**src/rtl/eyvm_pkg.sv**
```systemverilog
// shared types, constants and rounding helpers for the euler view matrix pipeline
`timescale 1ns / 1ps
package eyvm_pkg;

  // sine polynomial coefficients, q14
  localparam int SIN_A   = 25736;
  localparam int SIN_B   = 10512;
  localparam int SIN_C   = 1160;
  localparam int ONE_Q14 = 16384;

  // register stages from accepted beat to output register
  localparam int NSTAGE = 9;

  typedef logic [NSTAGE-1:0] stage_en_t;

  typedef struct packed {
    logic signed [15:0] row0_x;
    logic signed [15:0] row0_y;
    logic signed [15:0] row0_z;
    logic signed [15:0] row1_x;
    logic signed [15:0] row1_y;
    logic signed [15:0] row1_z;
    logic signed [15:0] row2_x;
    logic signed [15:0] row2_y;
    logic signed [15:0] row2_z;
  } mat_t;

  typedef struct packed {
    logic signed [31:0] x;
    logic signed [31:0] y;
    logic signed [31:0] z;
  } pos_t;

  // q42 sum to q14, round half up, clamp to plus or minus one
  function automatic logic signed [15:0] round_row(input logic signed [47:0] v);
    logic signed [47:0] b;
    logic signed [19:0] r;
    begin
      b = v + 48'sd134217728;
      r = 20'(b >>> 28);
      if (r > 20'sd16384) begin
        round_row = 16'sd16384;
      end else if (r < -20'sd16384) begin
        round_row = -16'sd16384;
      end else begin
        round_row = 16'(r);
      end
    end
  endfunction

  // negated q30 dot product to q16.16, round half up, saturate
  function automatic logic signed [31:0] make_shift(input logic signed [49:0] d);
    logic signed [51:0] n;
    logic signed [37:0] r;
    begin
      n = -52'(d) + 52'sd8192;
      r = 38'(n >>> 14);
      if (r > 38'sd2147483647) begin
        make_shift = 32'sh7fffffff;
      end else if (r < -38'sd2147483648) begin
        make_shift = 32'sh80000000;
      end else begin
        make_shift = 32'(r);
      end
    end
  endfunction

endpackage

```
**src/rtl/eyvm_sine.sv**
```systemverilog
// four stage pipelined polynomial sine of a binary angle, q14 result
`timescale 1ns / 1ps
module eyvm_sine (
  input  logic               clk,
  input  logic         [3:0] en,
  input  logic        [15:0] angle,
  output logic signed [15:0] value
);

  logic [14:0] x_c;
  logic [29:0] sq_c;
  logic [14:0] x0, x20;
  logic [1:0]  quad0;
  logic [25:0] m1_c;
  logic [13:0] yb1;
  logic [14:0] x1, x21;
  logic [1:0]  quad1;
  logic [28:0] m2_c;
  logic [14:0] ya2;
  logic [14:0] x2;
  logic [1:0]  quad2;
  logic [29:0] m3_c;
  logic [15:0] mag_c;

  // odd quadrants mirror the angle
  always_comb begin
    if (angle[14]) begin
      x_c = 15'(eyvm_pkg::ONE_Q14) - {1'b0, angle[13:0]};
    end else begin
      x_c = {1'b0, angle[13:0]};
    end
    sq_c = 30'(x_c) * 30'(x_c);
  end

  always_ff @(posedge clk) begin
    if (en[0]) begin
      x0    <= x_c;
      x20   <= sq_c[28:14];
      quad0 <= angle[15:14];
    end
  end

  assign m1_c = 26'(eyvm_pkg::SIN_C) * 26'(x20);

  always_ff @(posedge clk) begin
    if (en[1]) begin
      yb1   <= 14'(eyvm_pkg::SIN_B) - 14'(m1_c[25:14]);
      x1    <= x0;
      x21   <= x20;
      quad1 <= quad0;
    end
  end

  assign m2_c = 29'(yb1) * 29'(x21);

  always_ff @(posedge clk) begin
    if (en[2]) begin
      ya2   <= 15'(eyvm_pkg::SIN_A) - m2_c[28:14];
      x2    <= x1;
      quad2 <= quad1;
    end
  end

  always_comb begin
    m3_c = 30'(ya2) * 30'(x2);
    if (m3_c[29:14] > 16'(eyvm_pkg::ONE_Q14)) begin
      mag_c = 16'(eyvm_pkg::ONE_Q14);
    end else begin
      mag_c = m3_c[29:14];
    end
  end

  always_ff @(posedge clk) begin
    if (en[3]) begin
      value <= quad2[1] ? -$signed(mag_c) : $signed(mag_c);
    end
  end

endmodule

```
**config.mk**
```make
export PLATFORM = sky130hd
export DESIGN_NAME = eyvm_sine
export DESIGN_NICKNAME = d
export VERILOG_FILES = /design/src/rtl/eyvm_pkg.sv /design/src/rtl/eyvm_sine.sv
export SDC_FILE = /design/constraint.sdc
export NUM_CORES = 1
export LEC_CHECK = 0
export BUFFER_PORTS_ARGS = -buffer_cell sky130_fd_sc_hd__buf_2
export CORE_ASPECT_RATIO = 1.25
export CORE_UTILIZATION = 40
export CTS_CLUSTER_SIZE = 8
export DETAILED_ROUTE_END_ITERATION = 12
export PLACE_DENSITY = 0.65
export SYNTH_ARGS = -nofsm -noshare
export SYNTH_HDL_FRONTEND = slang
export SYNTH_SLANG_ARGS = --single-unit
```
**constraint.sdc**
```tcl
create_clock -name clk -period 24.8 [get_ports clk]
set_input_delay 1.24 -clock clk [delete_from_list [all_inputs] [get_ports clk]]
set_output_delay 1.24 -clock clk [all_outputs]
set_load 0.01 [all_outputs]
```
==> metrics.md, run 1 <==
| Metric | Value |
|---|---|
| Final setup margin | `approximately 15 ns` |
| Hold bufs inserted after CTS | `0` |
| Commonest non-fill, non-tap cells in the layout | `inv_1, fa_1, nand2_1, ha_1, and2_1` |
| CP dominant cell by count | `fa_1` |
| Number of register bits inferred by synthesis | `between 100 and 150` |
| RSZ-0062 raised after global routing | `no` |
| Biggest fanout along the worst timing path | `13` |
| Total routing resource utilization after global routing | `17.9%` |
| Final period utilization | `about two fifths` |
| Worst slack at placement | `14.79 ns` |
| Status | `completed` |
| Wire length of the first global-routing pass | `~96 mm` |
| Worst-case reg-to-reg path depth | `28` |
| Clock root cell | `clkbuf_16` |
| FF-to-FF Start | `ya2[7]$_DFFE_PP_` |
| Number of antenna violations at the first check in global routing | `1` |
| Maximum number of buffers from clock root to sink | `2` |
| Finish-stage setup viols | `0` |
| Buffer and inverter count on the worst path | `6` |
| DRT iter0 DRCs | `~670` |
| Area grow syn2layout | `6.16%` |
| Slack of the worst reg-to-reg path | `about 16 ns` |
| Final critical path time including I/O delays and setup | `around 9.5 ns` |
| CTS tree | `done` |
| Share of layout cells above drive strength 1 | `4.02%` |
| Number of enable-type register cells in the synthesized netlist | `about 120` |
| Setup TNS | `0 ns` |
| First-pass detailed-route iteration total | `6` |
| Share of flip-flops with an asynchronous set or reset after synthesis | `0%` |
| Max-slew headroom | `about a third` |
| Total number of clock tree sinks | `roughly 120` |
| Class of the tightest hold or removal check | `reg2reg` |
| Via/cell ratio | `between 5 and 6` |
| Cell family contributing the most delay on the critical path | `adder cells` |
| Overall routed net length | `around 55 mm` |
| Via count | `between 15000 and 20000` |
| Final global-route overflow total | `0` |
| Post-Synthesis Cells | `2709` |
| Mean instance size in the synthesized netlist | `around 9.6 µm²` |
| Number of logic stages on the critical path including buffering | `28` |
| Deepest level of the CTS H-tree | `4` |
| Via count of the first global-routing pass | `slightly below 20000` |
| I/O Buffers | `36` |
| Max Cap Viol | `0` |
| F_max | `approximately 0.11 GHz` |
| Max-slew violation count | `0` |
| Most common cell after layout, fill and taps aside | `inv_1` |
| Antenna diode count | `0` |
| Worst hold slack | `roughly 0.42 ns` |
| Timing endpoint of the critical path | `x20[14]$_DFFE_PP_` |
| Antenna Violating Nets Remaining | `0` |
| Worst clock skew | `~0.014 ns` |
| Clock transition at path regs | `approximately 0.060 ns` |
| Area enclosed by the die boundary | `~66000 µm²` |
| Nets | `approximately 3500` |
| Hold Violations, Final | `0` |
| Top-level port count | `37` |
| Startpoint Class | `primary input` |
| Data arrival time of the critical path | `9.72 ns` |
| Initial Utilization | `40.5%` |
| Routability-driven placement congestion ratio | `0.896` |
| Slowest stage cell on the critical path | `xor2_1` |
| Req. time, crit path | `between 20 and 30 ns` |
| Slew of the pin with the lowest slew margin | `between 0.9 and 1 ns` |
| Seq/Total Area, Yosys | `between 10% and 20%` |
| Distinct cell type count after synthesis | `88` |
| Endpoint kind of the worst setup timing path | `flip-flop` |
| Total half-perimeter wirelength after legalization and detailed placement | `46.1 mm` |
| Ys flop type | `edfxtp_1` |
| Worst Setup Path Type | `in2reg` |
| Skew-Pair Late Insertion Delay | `0.45 ns` |
| Start point of the critical path | `angle[0]` |
| Reg2Reg Capture Point | `value[8]$_DFFE_PP_` |
| Synth Cell Area | `~26000 µm²` |
| Post-cts repair resize count | `0` |
| Biggest cell delay along the critical path | `0.73 ns` |
| Area of the multi-input gates | `approximately 20000 µm²` |
| Number of buffers created by CTS | `17` |
| Cell row count | `104` |
| Placeable core region | `64400 µm²` |
| Height of the chip | `between 200 and 300 µm` |
| Filler Cells Inserted | `around 6300` |
| Sequential cell area | `~3700 µm²` |
| Die outline width | `230 µm` |
| Setup fix buffers added after clock tree synthesis | `0` |
| Number of synthesis warnings | `0` |
| Wirelength per Cell | `~15 µm` |
| Number of design rule violations left after detail routing | `0` |
| Pin count of the biggest net entering global routing | `46` |
## state kept, by name, indices dropped and copies added, names as in the netlist, 14 cells and up
| name | flops |
|---|---|
| yb1 | 14 |
| x2 | 15 |
| value | 16 |
| x0 | 15 |
| ya2 | 15 |
| x1 | 15 |
| x20 | 15 |
| x21 | 15 |
## cell usage after synthesis (6+ instances only)
| master | number | area [µm²] |
|---|---|---|
| xnor2_1 | 60 | 526 |
| o211ai_1 | 10 | 75.1 |
| o31ai_1 | 9 | 67.6 |
| nand2b_1 | 10 | 62.6 |
| and3_1 | 6 | 37.5 |
| and2_1 | 223 | 1400 |
| nor2b_1 | 7 | 43.8 |
| xor2_1 | 34 | 298 |
| buf_2 | 7 | 35.0 |
| nor3_1 | 22 | 110 |
| a211oi_1 | 9 | 67.6 |
| nand3_1 | 25 | 125 |
| clkbuf_1 | 69 | 259 |
| nand4_1 | 15 | 93.8 |
| a21o_1 | 21 | 158 |
| nor2_1 | 120 | 450 |
| a21oi_1 | 65 | 325 |
| clkinv_1 | 6 | 22.5 |
| nand2_1 | 328 | 1230 |
| fa_1 | 462 | 9250 |
| o21a_1 | 20 | 150 |
| inv_1 | 560 | 2100 |
| or3_1 | 7 | 43.8 |
| edfxtp_1 | 123 | 3690 |
| o21ai_0 | 32 | 160 |
| o21bai_1 | 6 | 45.0 |
| ha_1 | 318 | 3980 |
| o21ai_1 | 10 | 50.1 |
| a31oi_1 | 10 | 62.6 |
| a211o_1 | 9 | 78.8 |
## final cells by class
type	count	share of cell area, %
inverters	566	7.67
flip-flops and latches	123	13.3
clock buffers	17	1.54
well taps	848	3.83
clock inverters	15	0.669
multi-input cells	1947	72.1
repair buffers	43	0.840
## how the worst min path moves through the flow
stage,from,to,cells past startpoint
after CTS,x0[1]$_DFFE_PP_,x1[1]$_DFFE_PP_,0
after detailed placement,x1[14]$_DFFE_PP_,x2[14]$_DFFE_PP_,0
after global placement,x1[6]$_DFFE_PP_,x2[6]$_DFFE_PP_,0
after global routing,x0[7]$_DFFE_PP_,x1[7]$_DFFE_PP_,0
final,x1[10]$_DFFE_PP_,x2[10]$_DFFE_PP_,0
after floorplan,quad0[1]$_DFFE_PP_,quad1[1]$_DFFE_PP_,0
## routing by layer
layer  global-route usage (%)  part of all wire, %
met3                     2.53                  3.8
met5                        0                0.031
met4                     5.79                  3.0
met2                     33.7                   53
met1                     20.7                   40
## metrics by stage
stage	cell area, µm²	cells	utilization [%]
detailed placement	27100	3527	42.0
finish	27700	3559	43.0
CTS	27700	3559	43.0
global route	27700	3559	43.0
global placement	27100	3527	42.0
floorplan	26100	2717	-
## kinds of logic (layout without fill, tap and decap cells)
kind of cell	after synthesis	after routing	synth area share (%)
compound gates	261	261	7.41
xor+xnor	94	94	3.16
fa+ha+maj	780	780	50.7
buf+inv	647	641	9.40
flops	123	123	14.2
mux	8	8	0.321
other cells	2	10	0.0288
simple gates	794	794	14.8
Power of run 1 is left out: the tool's default activity adds up to more than one toggle a clock period on the data nets, which glitch-free logic cannot reach.
==> run 2: changes to the inputs <==
Settings changed: ABC_AREA from default to 1.
Clock period 24.8 ns to 8.9 ns, I/O delays scaled along.
==> run 2 against run 1 <==
  * Design area rose by 3.8%
  * Non-clock buffer count fell by 2
  * Final cell count rose by 18%
  * Synthesized area rose by 3.9%
  * Core utilization fell by 0.083 points
  * Hold slack got worse by 0.25 ns
  * Register-to-register slack got worse by 14 ns
  * Worst setup slack got worse by 14 ns
  * Die area rose by 3.9%
  * Sequential share of layout area fell by 0.49 points
  * First-iteration DRC count rose by 31%
  * Global-route usage rose by 0.63 points
  * Critical path type is now reg2reg
  * Critical endpoint is now value[8]$_DFFE_PP_
  * Highest routed layer is now met4
==> metrics.md, run 2 <==
| Metric | Value |
|---|---|
| Max-slew headroom | `32.7% (was 34.0%)` |
| Pin count of the biggest net entering global routing | `46 (unchanged)` |
| Cells taking the most area after synthesis | `fa_1, ha_1, edfxtp_1, inv_1, nand2_1 (was fa_1, ha_1, edfxtp_1, inv_1, and2_1)` |
| Register containing the most flip-flops in the final layout | `value (unchanged)` |
| Placeable core region | `67000 µm² (was 64400 µm²)` |
| Distinct cell type count after synthesis | `49 (was 88)` |
| F_max | `around 0.14 GHz` |
| Endpoint kind of the worst setup timing path | `flip-flop (unchanged)` |
| Slowest stage cell on the critical path | `edfxtp_1 (was xor2_1)` |
| Commonest non-fill, non-tap cells in the layout | `inv_1, nand2_1, fa_1, ha_1, nor2_1 (was inv_1, fa_1, nand2_1, ha_1, and2_1)` |
| Status | `completed (unchanged)` |
| Height of the chip | `293 µm (was 288 µm)` |
| Antenna diode count | `0 (unchanged)` |
| Cell with the most instances after synthesis | `inv_1 (unchanged)` |
| Most common cell after layout, fill and taps aside | `inv_1 (unchanged)` |
| Worst hold slack | `0.170 ns (was 0.418 ns)` |
| Nets | `4126 (was 3499)` |
| Cell row count | `106 (was 104)` |
| Area enclosed by the die boundary | `68800 µm² (was 66300 µm²)` |
| Die outline width | `235 µm (was 230 µm)` |
| Total half-perimeter wirelength after legalization and detailed placement | `50.9 mm (was 46.1 mm)` |
| Overall routed net length | `59.5 mm (was 54.8 mm)` |
| Number of antenna violations at the first check in global routing | `0 (was 1)` |
| Number of design rule violations left after detail routing | `0 (unchanged)` |
| Startpoint Class | `flip-flop (was primary input)` |
| Setup TNS | `0 ns (unchanged)` |
| Share of layout cells above drive strength 1 | `3.15% (was 4.02%)` |
| Clock root cell | `clkbuf_16 (unchanged)` |
| Number of register bits inferred by synthesis | `123 (unchanged)` |
| Final period utilization | `between 80% and 90%` |
| Post-Synthesis Cells | `3325 (was 2709)` |
| Filler Cells Inserted | `6664 (was 6270)` |
| Non-filler instance count after layout | `4202 (was 3559)` |
| Ys flop type | `edfxtp_1 (unchanged)` |
| Flip-flop count of the largest register after layout | `16 (unchanged)` |
| Number of buffers created by CTS | `17 (unchanged)` |
| Wirelength per Cell | `14.2 µm (was 15.4 µm)` |
| Cell taking the most area after synthesis | `fa_1 (unchanged)` |
| Sequential cell area | `3690 µm² (unchanged)` |
| Seq/Total Area, Yosys | `13.6% (was 14.2%)` |
| Maximum number of buffers from clock root to sink | `2 (unchanged)` |
| Routability-driven placement congestion ratio | `0.890 (was 0.896)` |
| Max Cap Viol | `0 (unchanged)` |
| Hold Violations, Final | `0 (unchanged)` |
| Final global-route overflow total | `0 (unchanged)` |
| Post-synth top area share | `34.1% (was 35.5%)` |
| Wire length of the first global-routing pass | `103 mm (was 95.5 mm)` |
| Data arrival time of the critical path | `7.52 ns (was 9.72 ns)` |
| Top-level port count | `37 (unchanged)` |
| DRT iter0 DRCs | `884 (was 674)` |
| Area grow syn2layout | `6.04% (was 6.16%)` |
| Share of flip-flops with an asynchronous set or reset after synthesis | `0% (unchanged)` |
| Biggest fanout along the worst timing path | `20 (was 13)` |
| Biggest cell delay along the critical path | `0.80 ns (was 0.73 ns)` |
| Setup fix buffers added after clock tree synthesis | `0 (unchanged)` |
| Initial Utilization | `40.5% (about the same)` |
| CP dominant cell by count | `fa_1 (unchanged)` |
| Post-cts repair resize count | `0 (unchanged)` |
| Mean instance size in the synthesized netlist | `8.15 µm² (was 9.63 µm²)` |
| Worst clock skew | `0.0242 ns (was 0.0141 ns)` |
| Commonest cells in the netlist | `inv_1, nand2_1, fa_1, ha_1, nor2_1 (was inv_1, fa_1, nand2_1, ha_1, and2_1)` |
| Number of enable-type register cells in the synthesized netlist | `123 (unchanged)` |
| Via count of the first global-routing pass | `21800 (was 19600)` |
| Finish-stage setup viols | `0 (unchanged)` |
| Total number of clock tree sinks | `123 (unchanged)` |
| Final core utilization | `42.9% (was 43.0%)` |
| Number of synthesis warnings | `0 (unchanged)` |
| RSZ-0062 raised after global routing | `no (unchanged)` |
| Deepest level of the CTS H-tree | `4 (unchanged)` |
| Via count | `20200 (was 18000)` |
| Via/cell ratio | `4.81 (was 5.05)` |
| CTS tree | `done (unchanged)` |
| Hold bufs inserted after CTS | `0 (unchanged)` |
| I/O Buffers | `36 (unchanged)` |
| Final critical path time including I/O delays and setup | `approximately 7.2 ns` |
| Worst Setup Path Type | `reg2reg (was in2reg)` |
| Total routing resource utilization after global routing | `18.5% (was 17.9%)` |
| Max-slew violation count | `0 (unchanged)` |
| Class of the tightest hold or removal check | `in2reg (was reg2reg)` |
| Req. time, crit path | `9.19 ns (was 25.00 ns)` |
| Slew of the pin with the lowest slew margin | `1.01 ns (was 0.991 ns)` |
| Placed Cells | `4170 (was 3527)` |
| Clock transition at path regs | `0.06 ns (about the same)` |
| Area of the multi-input gates | `19700 µm² (was 20000 µm²)` |
| First-pass detailed-route iteration total | `8 (was 6)` |
| Skew-Pair Late Insertion Delay | `0.47 ns (was 0.45 ns)` |
| Synth Cell Area | `27100 µm² (was 26100 µm²)` |
| Antenna Violating Nets Remaining | `0 (unchanged)` |
## run 2: final cells by class
cell class,instances,share of cell area (%)
Clock inverter,15,0.540
Sequential cell,123,12.9
Tap cell,864,3.76
Inverter,918,12.0
Timing Repair Buffer,41,0.757
Multi-Input combinational cell,2224,68.6
Clock buffer,17,1.48
## run 2: cell families after synthesis
group,Yosys count,share of synthesized area (%)
flops,123,13.6
compound gates,196,4.18
simple gates,1158,17.0
xor+xnor,80,2.64
fa+ha+maj,780,48.8
buf+inv,986,13.7
other cells,2,0.0277
## run 2: worst max-delay path, delay by kind of cell (launching register included)
kind / cells / cell delay (ns)
AOI/OAI and AO/OA: 4 / 0.79
xor gates and xnor gates: 1 / 0.18
adders and majority gates: 8 / 3.60
buffers and inverters: 4 / 0.26
DFF: 1 / 0.80
and+or+nand+nor: 11 / 1.42
## run 2: final timing paths
path | depth (start not counted) | slack, ns | end | from
worst max register to register | 28 | 1.67 | value[8]$_DFFE_PP_ | x2[6]$_DFFE_PP_
worst min register to register | 0 | 0.42 | x2[3]$_DFFE_PP_ | x1[3]$_DFFE_PP_
worst max-delay path | 28 | 1.67 | value[8]$_DFFE_PP_ | x2[6]$_DFFE_PP_
worst min-delay path | 1 | 0.17 | quad0[1]$_DFFE_PP_ | angle[15]
## run 2: metrics by stage
stage,setup WS (ns),area [µm²]
final,1.67,28700
after global routing,1.10,28700
after CTS,1.66,28700
after detailed placement,1.36,28200
after global placement,1.39,28200
after floorplan,2.24,27100
## run 2: metal layers
| metal | global-route usage, % | routed length [µm] |
|---|---|---|
| met1 | 20.7 | 23700 |
| met2 | 36.2 | 32300 |
| met3 | 2.14 | 1890 |
| met4 | 6.19 | 1640 |
| met5 | 0 | 0 |
Power of run 2 is left out for the same reason.
